--- config.mk ---
export PLATFORM = sky130hd
export DESIGN_NAME = sorted_bus_read_patch_table
export DESIGN_NICKNAME = d
export VERILOG_FILES = /design/src/sv/sbrp_pkg.sv /design/src/sv/sbrp_ctrl.sv /design/src/sv/sbrp_datapath.sv /design/src/sv/sorted_bus_read_patch_table.sv
export SDC_FILE = /design/constraint.sdc
export NUM_CORES = 2
export LEC_CHECK = 0
export BUFFER_PORTS_ARGS = -buffer_cell sky130_fd_sc_hd__clkbuf_2
export CAP_MARGIN = 10
export CORE_MARGIN = 2
export CORE_UTILIZATION = 46
export CTS_CLUSTER_SIZE = 40
export DETAILED_ROUTE_END_ITERATION = 10
export PLACE_DENSITY_LB_ADDON = 0.1
export SLEW_MARGIN = 20
export SYNTH_ARGS = -nofsm -noshare
export SYNTH_HDL_FRONTEND = slang
export SYNTH_SLANG_ARGS = --single-unit
export TNS_END_PERCENT = 100
--- constraint.sdc ---
create_clock -name clk -period 6.75 [get_ports clk]
set_input_delay 2.025 -clock clk [delete_from_list [all_inputs] [get_ports clk]]
set_output_delay 2.025 -clock clk [all_outputs]
set_load 0.05 [all_outputs]
--- src/sv/sbrp_pkg.sv ---
// Shared types, codes and constants for the sorted bus-read patch table.
// No dependencies; imported by every module of the block.
`default_nettype none

package sbrp_pkg;

  localparam int MAX_ENTRIES_DEF = 16;

  localparam int OP_W   = 3;
  localparam int ADDR_W = 16;
  localparam int BYTE_W = 8;
  localparam int IDX_W  = 8;
  localparam int STAT_W = 2;

  localparam logic [ADDR_W-1:0] HIGH_BASE = 16'h2000;

  localparam logic [OP_W-1:0] OP_SET    = 3'd0;
  localparam logic [OP_W-1:0] OP_DELETE = 3'd1;
  localparam logic [OP_W-1:0] OP_GET    = 3'd2;
  localparam logic [OP_W-1:0] OP_READ   = 3'd3;
  localparam logic [OP_W-1:0] OP_CLEAR  = 3'd4;
  localparam logic [OP_W-1:0] OP_RESET  = 3'd5;

  localparam logic [STAT_W-1:0] ST_OK        = 2'd0;
  localparam logic [STAT_W-1:0] ST_NO_CHANGE = 2'd1;
  localparam logic [STAT_W-1:0] ST_BAD_INDEX = 2'd2;
  localparam logic [STAT_W-1:0] ST_FULL      = 2'd3;

  typedef struct packed {
    logic [OP_W-1:0]   op;
    logic [ADDR_W-1:0] address;
    logic [BYTE_W-1:0] data;
    logic [BYTE_W-1:0] compare;
    logic              use_compare;
    logic              activate;
    logic [IDX_W-1:0]  index;
    logic [BYTE_W-1:0] bus_data;
  } sbrp_in_t;

  typedef struct packed {
    logic [STAT_W-1:0] status;
    logic [BYTE_W-1:0] out_data;
    logic [ADDR_W-1:0] out_address;
    logic [BYTE_W-1:0] out_compare;
    logic              out_use_compare;
    logic              hit;
  } sbrp_out_t;

  // stored patch code, active flag kept apart since it alone resets
  typedef struct packed {
    logic [ADDR_W-1:0] addr;
    logic [BYTE_W-1:0] value;
    logic [BYTE_W-1:0] cmp;
    logic              cmp_en;
  } sbrp_entry_t;

  // controller -> datapath
  typedef struct packed {
    logic load;   // capture the incoming item
    logic exec;   // run the held item, update table, load result
  } sbrp_cmd_t;

endpackage

`default_nettype wire

--- src/sv/sbrp_ctrl.sv ---
// Sequencer for the patch table: capture, execute, output handshake.
// Depends on sbrp_pkg.
`default_nettype none

module sbrp_ctrl
  import sbrp_pkg::*;
(
  input  logic      clk,
  input  logic      rst_n,
  input  logic      in_valid,
  output logic      in_ready,
  output logic      out_valid,
  input  logic      out_ready,
  output sbrp_cmd_t cmd
);

  localparam logic S_IDLE = 1'b0;
  localparam logic S_EXEC = 1'b1;

  logic state_r, state_nxt;
  logic out_valid_r, out_valid_nxt;
  logic out_free;

  assign out_free = !out_valid_r || out_ready;
  assign in_ready = (state_r == S_IDLE);
  assign out_valid = out_valid_r;

  always_comb begin
    state_nxt     = state_r;
    out_valid_nxt = out_valid_r && !out_ready;
    cmd           = '0;
    unique case (state_r)
      S_IDLE: begin
        if (in_valid) begin
          cmd.load  = 1'b1;
          state_nxt = S_EXEC;
        end
      end
      S_EXEC: begin
        if (out_free) begin
          cmd.exec      = 1'b1;
          out_valid_nxt = 1'b1;
          state_nxt     = S_IDLE;
        end
      end
      default: state_nxt = S_IDLE;
    endcase
  end

  always_ff @(posedge clk) begin
    if (!rst_n) begin
      state_r     <= S_IDLE;
      out_valid_r <= 1'b0;
    end else begin
      state_r     <= state_nxt;
      out_valid_r <= out_valid_nxt;
    end
  end

endmodule

`default_nettype wire

--- src/sv/sbrp_datapath.sv ---
// Item register, sorted row of entry cells and result register.
// Depends on sbrp_pkg; driven by commands from sbrp_ctrl.
`default_nettype none

module sbrp_datapath
  import sbrp_pkg::*;
#(
  parameter int MAX_ENTRIES = MAX_ENTRIES_DEF
) (
  input  logic      clk,
  input  logic      rst_n,
  input  sbrp_cmd_t cmd,
  input  sbrp_in_t  in_item,
  output sbrp_out_t out_item
);

  localparam int CNT_W = $clog2(MAX_ENTRIES + 1);

  sbrp_in_t    item_r;
  sbrp_out_t   res_r, res_nxt;
  sbrp_entry_t ent_r   [MAX_ENTRIES];
  sbrp_entry_t ent_nxt [MAX_ENTRIES];
  logic        act_r   [MAX_ENTRIES];
  logic        act_nxt [MAX_ENTRIES];
  logic [CNT_W-1:0] count_r, count_nxt;

  // per-cell flags
  logic [MAX_ENTRIES-1:0] valid, lt, match, same, rhit, pass, sel, ge;

  logic item_high, act_hi, full, found, nochange, idx_ok;

  assign item_high = (item_r.address >= HIGH_BASE);
  assign act_hi    = item_r.activate && item_high;
  assign full      = (count_r == CNT_W'(MAX_ENTRIES));
  assign found     = |match;
  assign nochange  = |same;
  assign idx_ok    = (16'(item_r.index) < 16'(count_r));

  for (genvar i = 0; i < MAX_ENTRIES; i++) begin : g_cell
    localparam logic [CNT_W-1:0] CELL_C = CNT_W'(i);
    localparam logic [IDX_W-1:0] CELL_I = IDX_W'(i);

    logic        eq;
    sbrp_entry_t prev_ent, next_ent;
    logic        prev_lt, prev_act, next_act;

    assign eq       = (ent_r[i].addr == item_r.address);
    assign valid[i] = (CELL_C < count_r);
    assign lt[i]    = valid[i] && (ent_r[i].addr < item_r.address);
    assign match[i] = valid[i] && eq;
    assign same[i]  = match[i] && (ent_r[i].value == item_r.data) &&
                      (ent_r[i].cmp == item_r.compare) &&
                      (ent_r[i].cmp_en == item_r.use_compare);
    assign rhit[i]  = act_r[i] && eq && item_high;
    assign pass[i]  = rhit[i] && (!ent_r[i].cmp_en || ent_r[i].cmp == item_r.bus_data);
    assign sel[i]   = valid[i] && (item_r.index == CELL_I);
    assign ge[i]    = (CELL_I >= item_r.index);

    if (i == 0) begin : g_first
      assign prev_ent = ent_r[i];
      assign prev_lt  = 1'b1;     // insertion at the head
      assign prev_act = 1'b0;
    end else begin : g_mid
      assign prev_ent = ent_r[i-1];
      assign prev_lt  = lt[i-1];
      assign prev_act = act_r[i-1];
    end

    if (i == MAX_ENTRIES - 1) begin : g_last
      assign next_ent = ent_r[i];
      assign next_act = 1'b0;     // tail empties on delete
    end else begin : g_inner
      assign next_ent = ent_r[i+1];
      assign next_act = act_r[i+1];
    end

    always_comb begin
      ent_nxt[i] = ent_r[i];
      act_nxt[i] = act_r[i];
      if (cmd.exec) begin
        unique case (item_r.op)
          OP_SET: begin
            if (found) begin
              if (!nochange && match[i]) begin
                ent_nxt[i].value  = item_r.data;
                ent_nxt[i].cmp    = item_r.compare;
                ent_nxt[i].cmp_en = item_r.use_compare;
                act_nxt[i]        = act_r[i] || act_hi;
              end
            end else if (!full && !lt[i]) begin
              if (prev_lt) begin
                ent_nxt[i].addr   = item_r.address;
                ent_nxt[i].value  = item_r.data;
                ent_nxt[i].cmp    = item_r.compare;
                ent_nxt[i].cmp_en = item_r.use_compare;
                act_nxt[i]        = act_hi;
              end else begin
                ent_nxt[i] = prev_ent;
                act_nxt[i] = prev_act;
              end
            end
          end
          OP_DELETE: begin
            if (idx_ok && ge[i]) begin
              ent_nxt[i] = next_ent;
              act_nxt[i] = next_act;
            end
          end
          OP_CLEAR: act_nxt[i] = 1'b0;
          OP_RESET: begin
            if (valid[i] && ent_r[i].addr >= HIGH_BASE) act_nxt[i] = 1'b1;
          end
          default: ;
        endcase
      end
    end
  end

  // one-hot selections, so plain OR merges them
  logic [BYTE_W-1:0] read_val, get_val, get_cmp;
  logic [ADDR_W-1:0] get_addr;
  logic              get_ce;

  always_comb begin
    read_val = '0;
    get_val  = '0;
    get_cmp  = '0;
    get_addr = '0;
    get_ce   = 1'b0;
    for (int k = 0; k < MAX_ENTRIES; k++) begin
      read_val = read_val | (pass[k] ? ent_r[k].value : '0);
      get_val  = get_val  | (sel[k] ? ent_r[k].value : '0);
      get_cmp  = get_cmp  | (sel[k] ? ent_r[k].cmp : '0);
      get_addr = get_addr | (sel[k] ? ent_r[k].addr : '0);
      get_ce   = get_ce   | (sel[k] && ent_r[k].cmp_en);
    end
  end

  always_comb begin
    res_nxt   = '0;
    count_nxt = count_r;
    unique case (item_r.op)
      OP_SET: begin
        if (found) begin
          res_nxt.status = nochange ? ST_NO_CHANGE : ST_OK;
        end else if (full) begin
          res_nxt.status = ST_FULL;
        end else begin
          res_nxt.status = ST_OK;
          count_nxt      = count_r + CNT_W'(1);
        end
      end
      OP_DELETE: begin
        if (idx_ok) count_nxt = count_r - CNT_W'(1);
        else        res_nxt.status = ST_BAD_INDEX;
      end
      OP_GET: begin
        if (idx_ok) begin
          res_nxt.out_data        = get_val;
          res_nxt.out_address     = get_addr;
          res_nxt.out_compare     = get_cmp;
          res_nxt.out_use_compare = get_ce;
        end else begin
          res_nxt.status = ST_BAD_INDEX;
        end
      end
      OP_READ: begin
        res_nxt.hit      = |rhit;
        res_nxt.out_data = (|pass) ? read_val : item_r.bus_data;
      end
      OP_CLEAR: count_nxt = '0;
      default: ;
    endcase
  end

  always_ff @(posedge clk) begin
    if (cmd.load) item_r <= in_item;
    if (cmd.exec) res_r <= res_nxt;
    ent_r <= ent_nxt;
  end

  always_ff @(posedge clk) begin
    if (!rst_n) begin
      count_r <= '0;
      for (int k = 0; k < MAX_ENTRIES; k++) act_r[k] <= 1'b0;
    end else begin
      if (cmd.exec) count_r <= count_nxt;
      act_r <= act_nxt;
    end
  end

  assign out_item = res_r;

endmodule

`default_nettype wire

--- src/sv/sorted_bus_read_patch_table.sv ---
// Top level of the sorted bus-read patch table: controller plus datapath.
// Depends on sbrp_pkg, sbrp_ctrl and sbrp_datapath.
//
// The block keeps up to MAX_ENTRIES patch codes in a row of entry
// registers sorted by address, and answers one item at a time: set,
// delete, get, bus read, clear and reset (activate every entry at 0x2000
// or above), each giving exactly one result item. An item is first
// captured in the item register, then evaluated against every entry
// cell in parallel (address compares, insert position, shift), which
// loads the result register. A result not yet taken holds the execute
// step until out_ready takes it. Besides the controller state, only the
// active flags and the entry count are reset; the stored codes are
// covered by the count, so there is no clearing pass and the block
// takes items from the first cycle after reset.
`default_nettype none

module sorted_bus_read_patch_table
  import sbrp_pkg::*;
#(
  parameter int MAX_ENTRIES = MAX_ENTRIES_DEF
) (
  input  logic      clk,
  input  logic      rst_n,
  // item channel
  input  logic      in_valid,
  output logic      in_ready,
  input  sbrp_in_t  in_item,
  // result channel
  output logic      out_valid,
  input  logic      out_ready,
  output sbrp_out_t out_item
);

  sbrp_cmd_t cmd;

  // sequencing and both handshakes
  sbrp_ctrl u_ctrl (
    .clk       (clk),
    .rst_n     (rst_n),
    .in_valid  (in_valid),
    .in_ready  (in_ready),
    .out_valid (out_valid),
    .out_ready (out_ready),
    .cmd       (cmd)
  );

  // table storage, lookup and result register
  sbrp_datapath #(
    .MAX_ENTRIES (MAX_ENTRIES)
  ) u_dp (
    .clk      (clk),
    .rst_n    (rst_n),
    .cmd      (cmd),
    .in_item  (in_item),
    .out_item (out_item)
  );

endmodule

`default_nettype wire

# Word-level counts from Yosys, hierarchy flattened
# Cells that the tools add are included.
# word_totals
register_bits	640
inputBits	57
out_inout_bits	38
wordCells	1085
# op_classes
n_addsub	2
n_lt_le_gt_ge	66
eq_ne	184
mux	303
bitwise_logic	77
reduce_logical	356
# ops
op	count
$mux 33	46
$pmux 33 s2	15
$mux 17	33
$mux 16	31
$mux 8	49
$eq 8x8->1	48
$or 8x8->8	45
$ge 16x14->1 const B	17
$eq 16x16->1	16
$lt 16x16->1	16
$or 16x16->16	15
$logic_and 1x1->1	226
$reduce_and 5->1	31
$mux 1	103
$ne 2x1->1 const B	48
$reduce_and 6->1	16
$eq 8x4->1 const B	8
$ge 4x8->1 const A	8
$pmux 1 s4	16
$reduce_or 16->1	4
$ne 3x1->1 const B	16
$ne 3x3->1 const B	16
$lt 4x5->1 const A	8
$logic_not 1->1	36
other kinds (35)	121

# Longest topological paths before layout
# depth
ltp_word	22
ltp_mapped	14
depth_no_buf	11

# Hierarchy
# Synthesis repeated with hierarchy kept, for this count alone.
# hier_totals
cells_unflattened	4902
area_unflattened_um2	46114.2
# by_module_without_submodules
module	n_inst	cells_each	area_per_inst_um2	seq_area_each_um2
sbrp_datapath	1	4893	46011.6	18948.2
sbrp_ctrl	1	9	102.6	40.0

# Least setup slack after synthesis
# Ideal clock, no wire load.
# synth_timing
path_kind	input port to flip-flop
startpoint	in out_ready
endpoint	reg u_dp.ent_r[512] in the netlist's numbering (enable)
setup_time_ns	0.414
arrival_time_ns	4.484
required_ns	6.336
setup_slack_ns	1.852
cell_stages	5
n_path_buf	0
cell_sequence	nand2b_1 -> nand2_1 -> inv_1 -> o21ai_4 -> a211oi_1
# synth_rtl
item	line_no	rtl
start, declared	sorted_bus_read_patch_table.sv:30	input logic out_ready,
end signal, assigned	sbrp_datapath.sv:179	ent_r <= ent_nxt;
end, declared	sbrp_datapath.sv:21	sbrp_entry_t ent_r [MAX_ENTRIES];

# Worst setup path in the final report
# layout_timing
startpoint	reg u_dp.item_r[36] in the netlist's numbering
endpoint	reg u_dp.ent_r[279] in the netlist's numbering (enable)
# layout_via
elab_chain_cells	10
elab_cells_between_ends	91
classes_between	order compare: 1; eq/ne: 18; reduce/logical: 72
# layout_lines
item	line_no	rtl
start, declared	sbrp_datapath.sv:19	sbrp_in_t item_r;
start signal, assigned	sbrp_datapath.sv:177	if (cmd.load) item_r <= in_item;
$eq 16x16->1	sbrp_datapath.sv:47	assign eq = (ent_r[i].addr == item_r.address);
$logic_and 1x1->1	sbrp_datapath.sv:50	assign match[i] = valid[i] && eq;
$logic_and 1x1->1 (2 in a row)	sbrp_datapath.sv:51	assign same[i] = match[i] && (ent_r[i].value == item_r.data) &&
$logic_and 1x1->1	sbrp_datapath.sv:52	(ent_r[i].cmp == item_r.compare) &&
$reduce_or 16->1	sbrp_datapath.sv:36	assign nochange = |same;
$logic_not 1->1	sbrp_datapath.sv:84	if (!nochange && match[i]) begin
$logic_and 1x1->1	sbrp_datapath.sv:84	
$ne 3x3->1 (no source line)	n/a	
$reduce_and 5->1 (no source line) *	n/a	
# Every way passes the cells marked *; elsewhere a longest branch is shown, timed or not.
# A chain may end at the register's enable or synchronous reset.

==> out/qor.yml <==
yosys:
  synth_area_um2: 46000
  async_flop_share: 0
  synth_xor_area_frac: 0.0769
  syn_inst: 4785
  synth_edf_count: 617
  synth-simple-area-share: 0.134
  synth_common_cells: "641 x nand2_1, 617 x edfxtp_1, 557 x o21ai_0, 373 x mux2i_1, 353 x xor2_1"
  synthTopCellsByArea: "edfxtp_1 40%, mux2i_1 8.1%, ha_1 7.2%"
  synth_fa_ha_area_frac: 0.0717
  synth-compound-area-share: 0.178
  synth_top_cell_by_area: "edfxtp_1"
  avgSynthCellArea_um2: 9.62
  synth_most_common_cell: "nand2_1"
  ys_types: 82
  synthMuxAreaShare: 0.0894
  syn_nets: 5106
  yosys_register_bits: 640
  ys.warnings.count: 0
  ys.flop_type: "edfxtp_1"
  synth.top_cell.area_share: 0.402
  seq_area_frac_synth: 0.412
  synth_top_family_by_area: "compound AO/OA/AOI/OAI gates"
sta:
  tightest_slew_ns: 1.24
  fin_crit_sh: 0.870
  hold_ws_ns: 0.479
  setup_viol: 0
  setup_tns_ns: 0
  slew_headroom: 0.176
  rsz0062_at_grt: "no"
  layout_min_cycle_time_ns: 5.87
  drv_slew: 0
  fin_ws_ns: 0.876
  max_freq_mhz: 170
  hold_viol: 0
  skew_ns: 0.0311
final_layout:
  multiInputGateArea_um2: 25600
  area.growth.synth_to_final_pct: 10.5
  regArea_um2: 19000
  nNetsFinal: 5089
  fill_cells: 9216
  layout-drive-gt1-share: 0.105
routing:
  vias_per_cell: 6.85
  drt-total-wl_um: 205000
  wl_per_cell_um: 33.4
  vias: 41980
  first_iter_violations: 7181
  drc: 7
  ant_nets: 0
  firstDrtPassIters: 11
global_routing:
  grt_max_degree: 252
  antenna_found_initial: 3
  first_global_vias: 38746
  overflow: 0
  track_usage: 0.389
  grt_pass1_wl_um: 289000
critical_path:
  cp-end-kind: "flop"
  cp_slowest_stage_delay_ns: 0.95
  critPathKind: "reg -> reg"
  cp.required_ns: 7.07
  start_kind: "flop"
  worst-path-buf-inv: 3
  worstPathArrival_ns: 6.19
  crit_family: "simple AND/OR/NAND/NOR gates"
  slowest_stage: "nor4_1"
  crit_top_cell: "buf_4"
  crit_path_max_fanout: 36
  path_cells: "clkinv_1, buf_4, ha_1, nand4_1, nor4_1, nand2b_1, nand3_1, nor3_4, buf_4, nand2_2, o21ai_0, and3b_1"
cts:
  cts_root_buffer: "clkbuf_16"
  clkSinkCount: 640
  clk-insertion-delay-late_ns: 0.69
  cts_buffer_depth: 3
  tritoncts: "yes"
  htreeDepth: 3
  post_cts_buffers: 0
  cts-hold-fix-buffers: 0
  clk_pin_slew_ns: 0.06
  cts_resized: 0
  cts_buffers: 80
floorplan:
  rows: 116
  start_util: 0.462
  fp.dieW_um: 320
  die_area_um2: 103000
  ios: 95
  core_area_um2: 99700
  die_h_um: 320
place:
  post-dp-hpwl_um: 152000
  place_ws_ns: 1.20
  gp_congestion: 1.00
  port_buffers: 94
pwr:
  p_leak_nw: 17.4
  p_per_area_nw_per_um2: 208
  ir_worst_vdd_mv: 0.202
worst_hold_path:
  hold_path_class: "reg -> reg"
flow_run:
  max_cap_violations: 0
status:
  status: "finished, violations left"
  failed_checks: "design-rule violations"
-- logic make-up after synthesis --
group           count (synthesis)
xor+xnor                      404
simple gates                 1345
buf+inv                       414
mux                           407
flops                         640
fa+ha+maj                     264
compound gates               1311
-- power by group --
group          leakage [nW]  internal, mW  switching, mW
Sequential             5.82          4.49          0.197
Clock                  1.29          2.64           1.91
Combinational          10.3         0.441          0.885
Total                  17.4          7.57           2.99
-- cells in the final DEF (no fill, tap or decap), types with 11 or more instances in the layout --
cell type / instances
or3_1: 12
nor3_1: 43
clkbuf_1: 17
buf_4: 172
nand2_1: 641
nand3_1: 69
dfxtp_1: 23
a21oi_1: 248
clkinv_1: 30
a31oi_1: 38
clkbuf_2: 94
xor2_1: 353
xnor2_1: 51
a22o_1: 49
a222oi_1: 80
a21o_1: 33
nor2b_1: 32
o31ai_1: 11
o22ai_1: 16
and2_1: 11
clkbuf_16: 81
mux2_2: 34
o211ai_1: 14
inv_1: 26
mux2i_1: 373
a221oi_1: 48
ha_1: 264
o21ai_0: 557
and3_1: 23
nor2_1: 209
nor4_1: 92
a22oi_1: 119
nand4_1: 118
edfxtp_1: 617
nor3_2: 20
a211oi_1: 28
-- stage by stage --
stage / utilization / area (µm²) / cells / total power, mW
detailed placement: 0.483 / 48200 / 5983 / 6.04
finish: 0.510 / 50900 / 6130 / 10.6
floorplan: - / 46000 / 4785 / 5.54
global placement: 0.483 / 48200 / 5983 / 6.01
CTS: 0.510 / 50900 / 6128 / 10.5
global route: 0.510 / 50900 / 6129 / 10.8
-- sequential cells by signal, summed over array words and instances (netlist names) --
name / count
u_dp.ent_r: 528
u_dp.g_cell.prev_act: 3
u_ctrl.out_valid: 1
u_dp.item_r: 53
u_ctrl.state_r: 1
u_dp.count_r: 5
u_dp.g_cell.next_act: 13
u_dp.out_item: 36
-- area by class of cell --
| type | instances | share of cell area |
|---|---|---|
| diodes | 1 | 0.0000492 |
| inverters | 43 | 0.00317 |
| repair buffers | 272 | 0.0369 |
| well taps | 1298 | 0.0319 |
| clock inverters | 42 | 0.00976 |
| flip-flops and latches | 640 | 0.373 |
| multi-input cells | 3731 | 0.503 |
| clock buffers | 103 | 0.0424 |
-- tightest hold or removal path, stage by stage, from the launching register on --
cell	delay [ns]
dfxtp_1	0.32
nand2_1	0.06
a21oi_1	0.05
-- routing by layer --
| layer | vias up | GRT usage | part of all wire |
|---|---|---|---|
| li1 | 18020 | - | - |
| met3 | 349 | 0.140 | 0.16 |
| met1 | 20604 | 0.592 | 0.43 |
| met2 | 2995 | 0.501 | 0.38 |
| met5 | - | 0.0151 | 0.0013 |
| met4 | 12 | 0.120 | 0.029 |
-- final timing paths --
kind                            cells past startpoint  slack, ns                         start                           end
worst min-delay path                                2       0.48  u_dp.count_r[1]$_SDFFE_PN0P_  u_dp.count_r[1]$_SDFFE_PN0P_
worst min register to register                      2       0.48  u_dp.count_r[1]$_SDFFE_PN0P_  u_dp.count_r[1]$_SDFFE_PN0P_
worst max register to register                     12       0.88     u_dp.item_r[36]$_DFFE_PP_     u_dp.ent_r[279]$_DFFE_PP_
worst max-delay path                               12       0.88     u_dp.item_r[36]$_DFFE_PP_     u_dp.ent_r[279]$_DFFE_PP_
No activity file was read; power rests on OpenSTA's default activity.
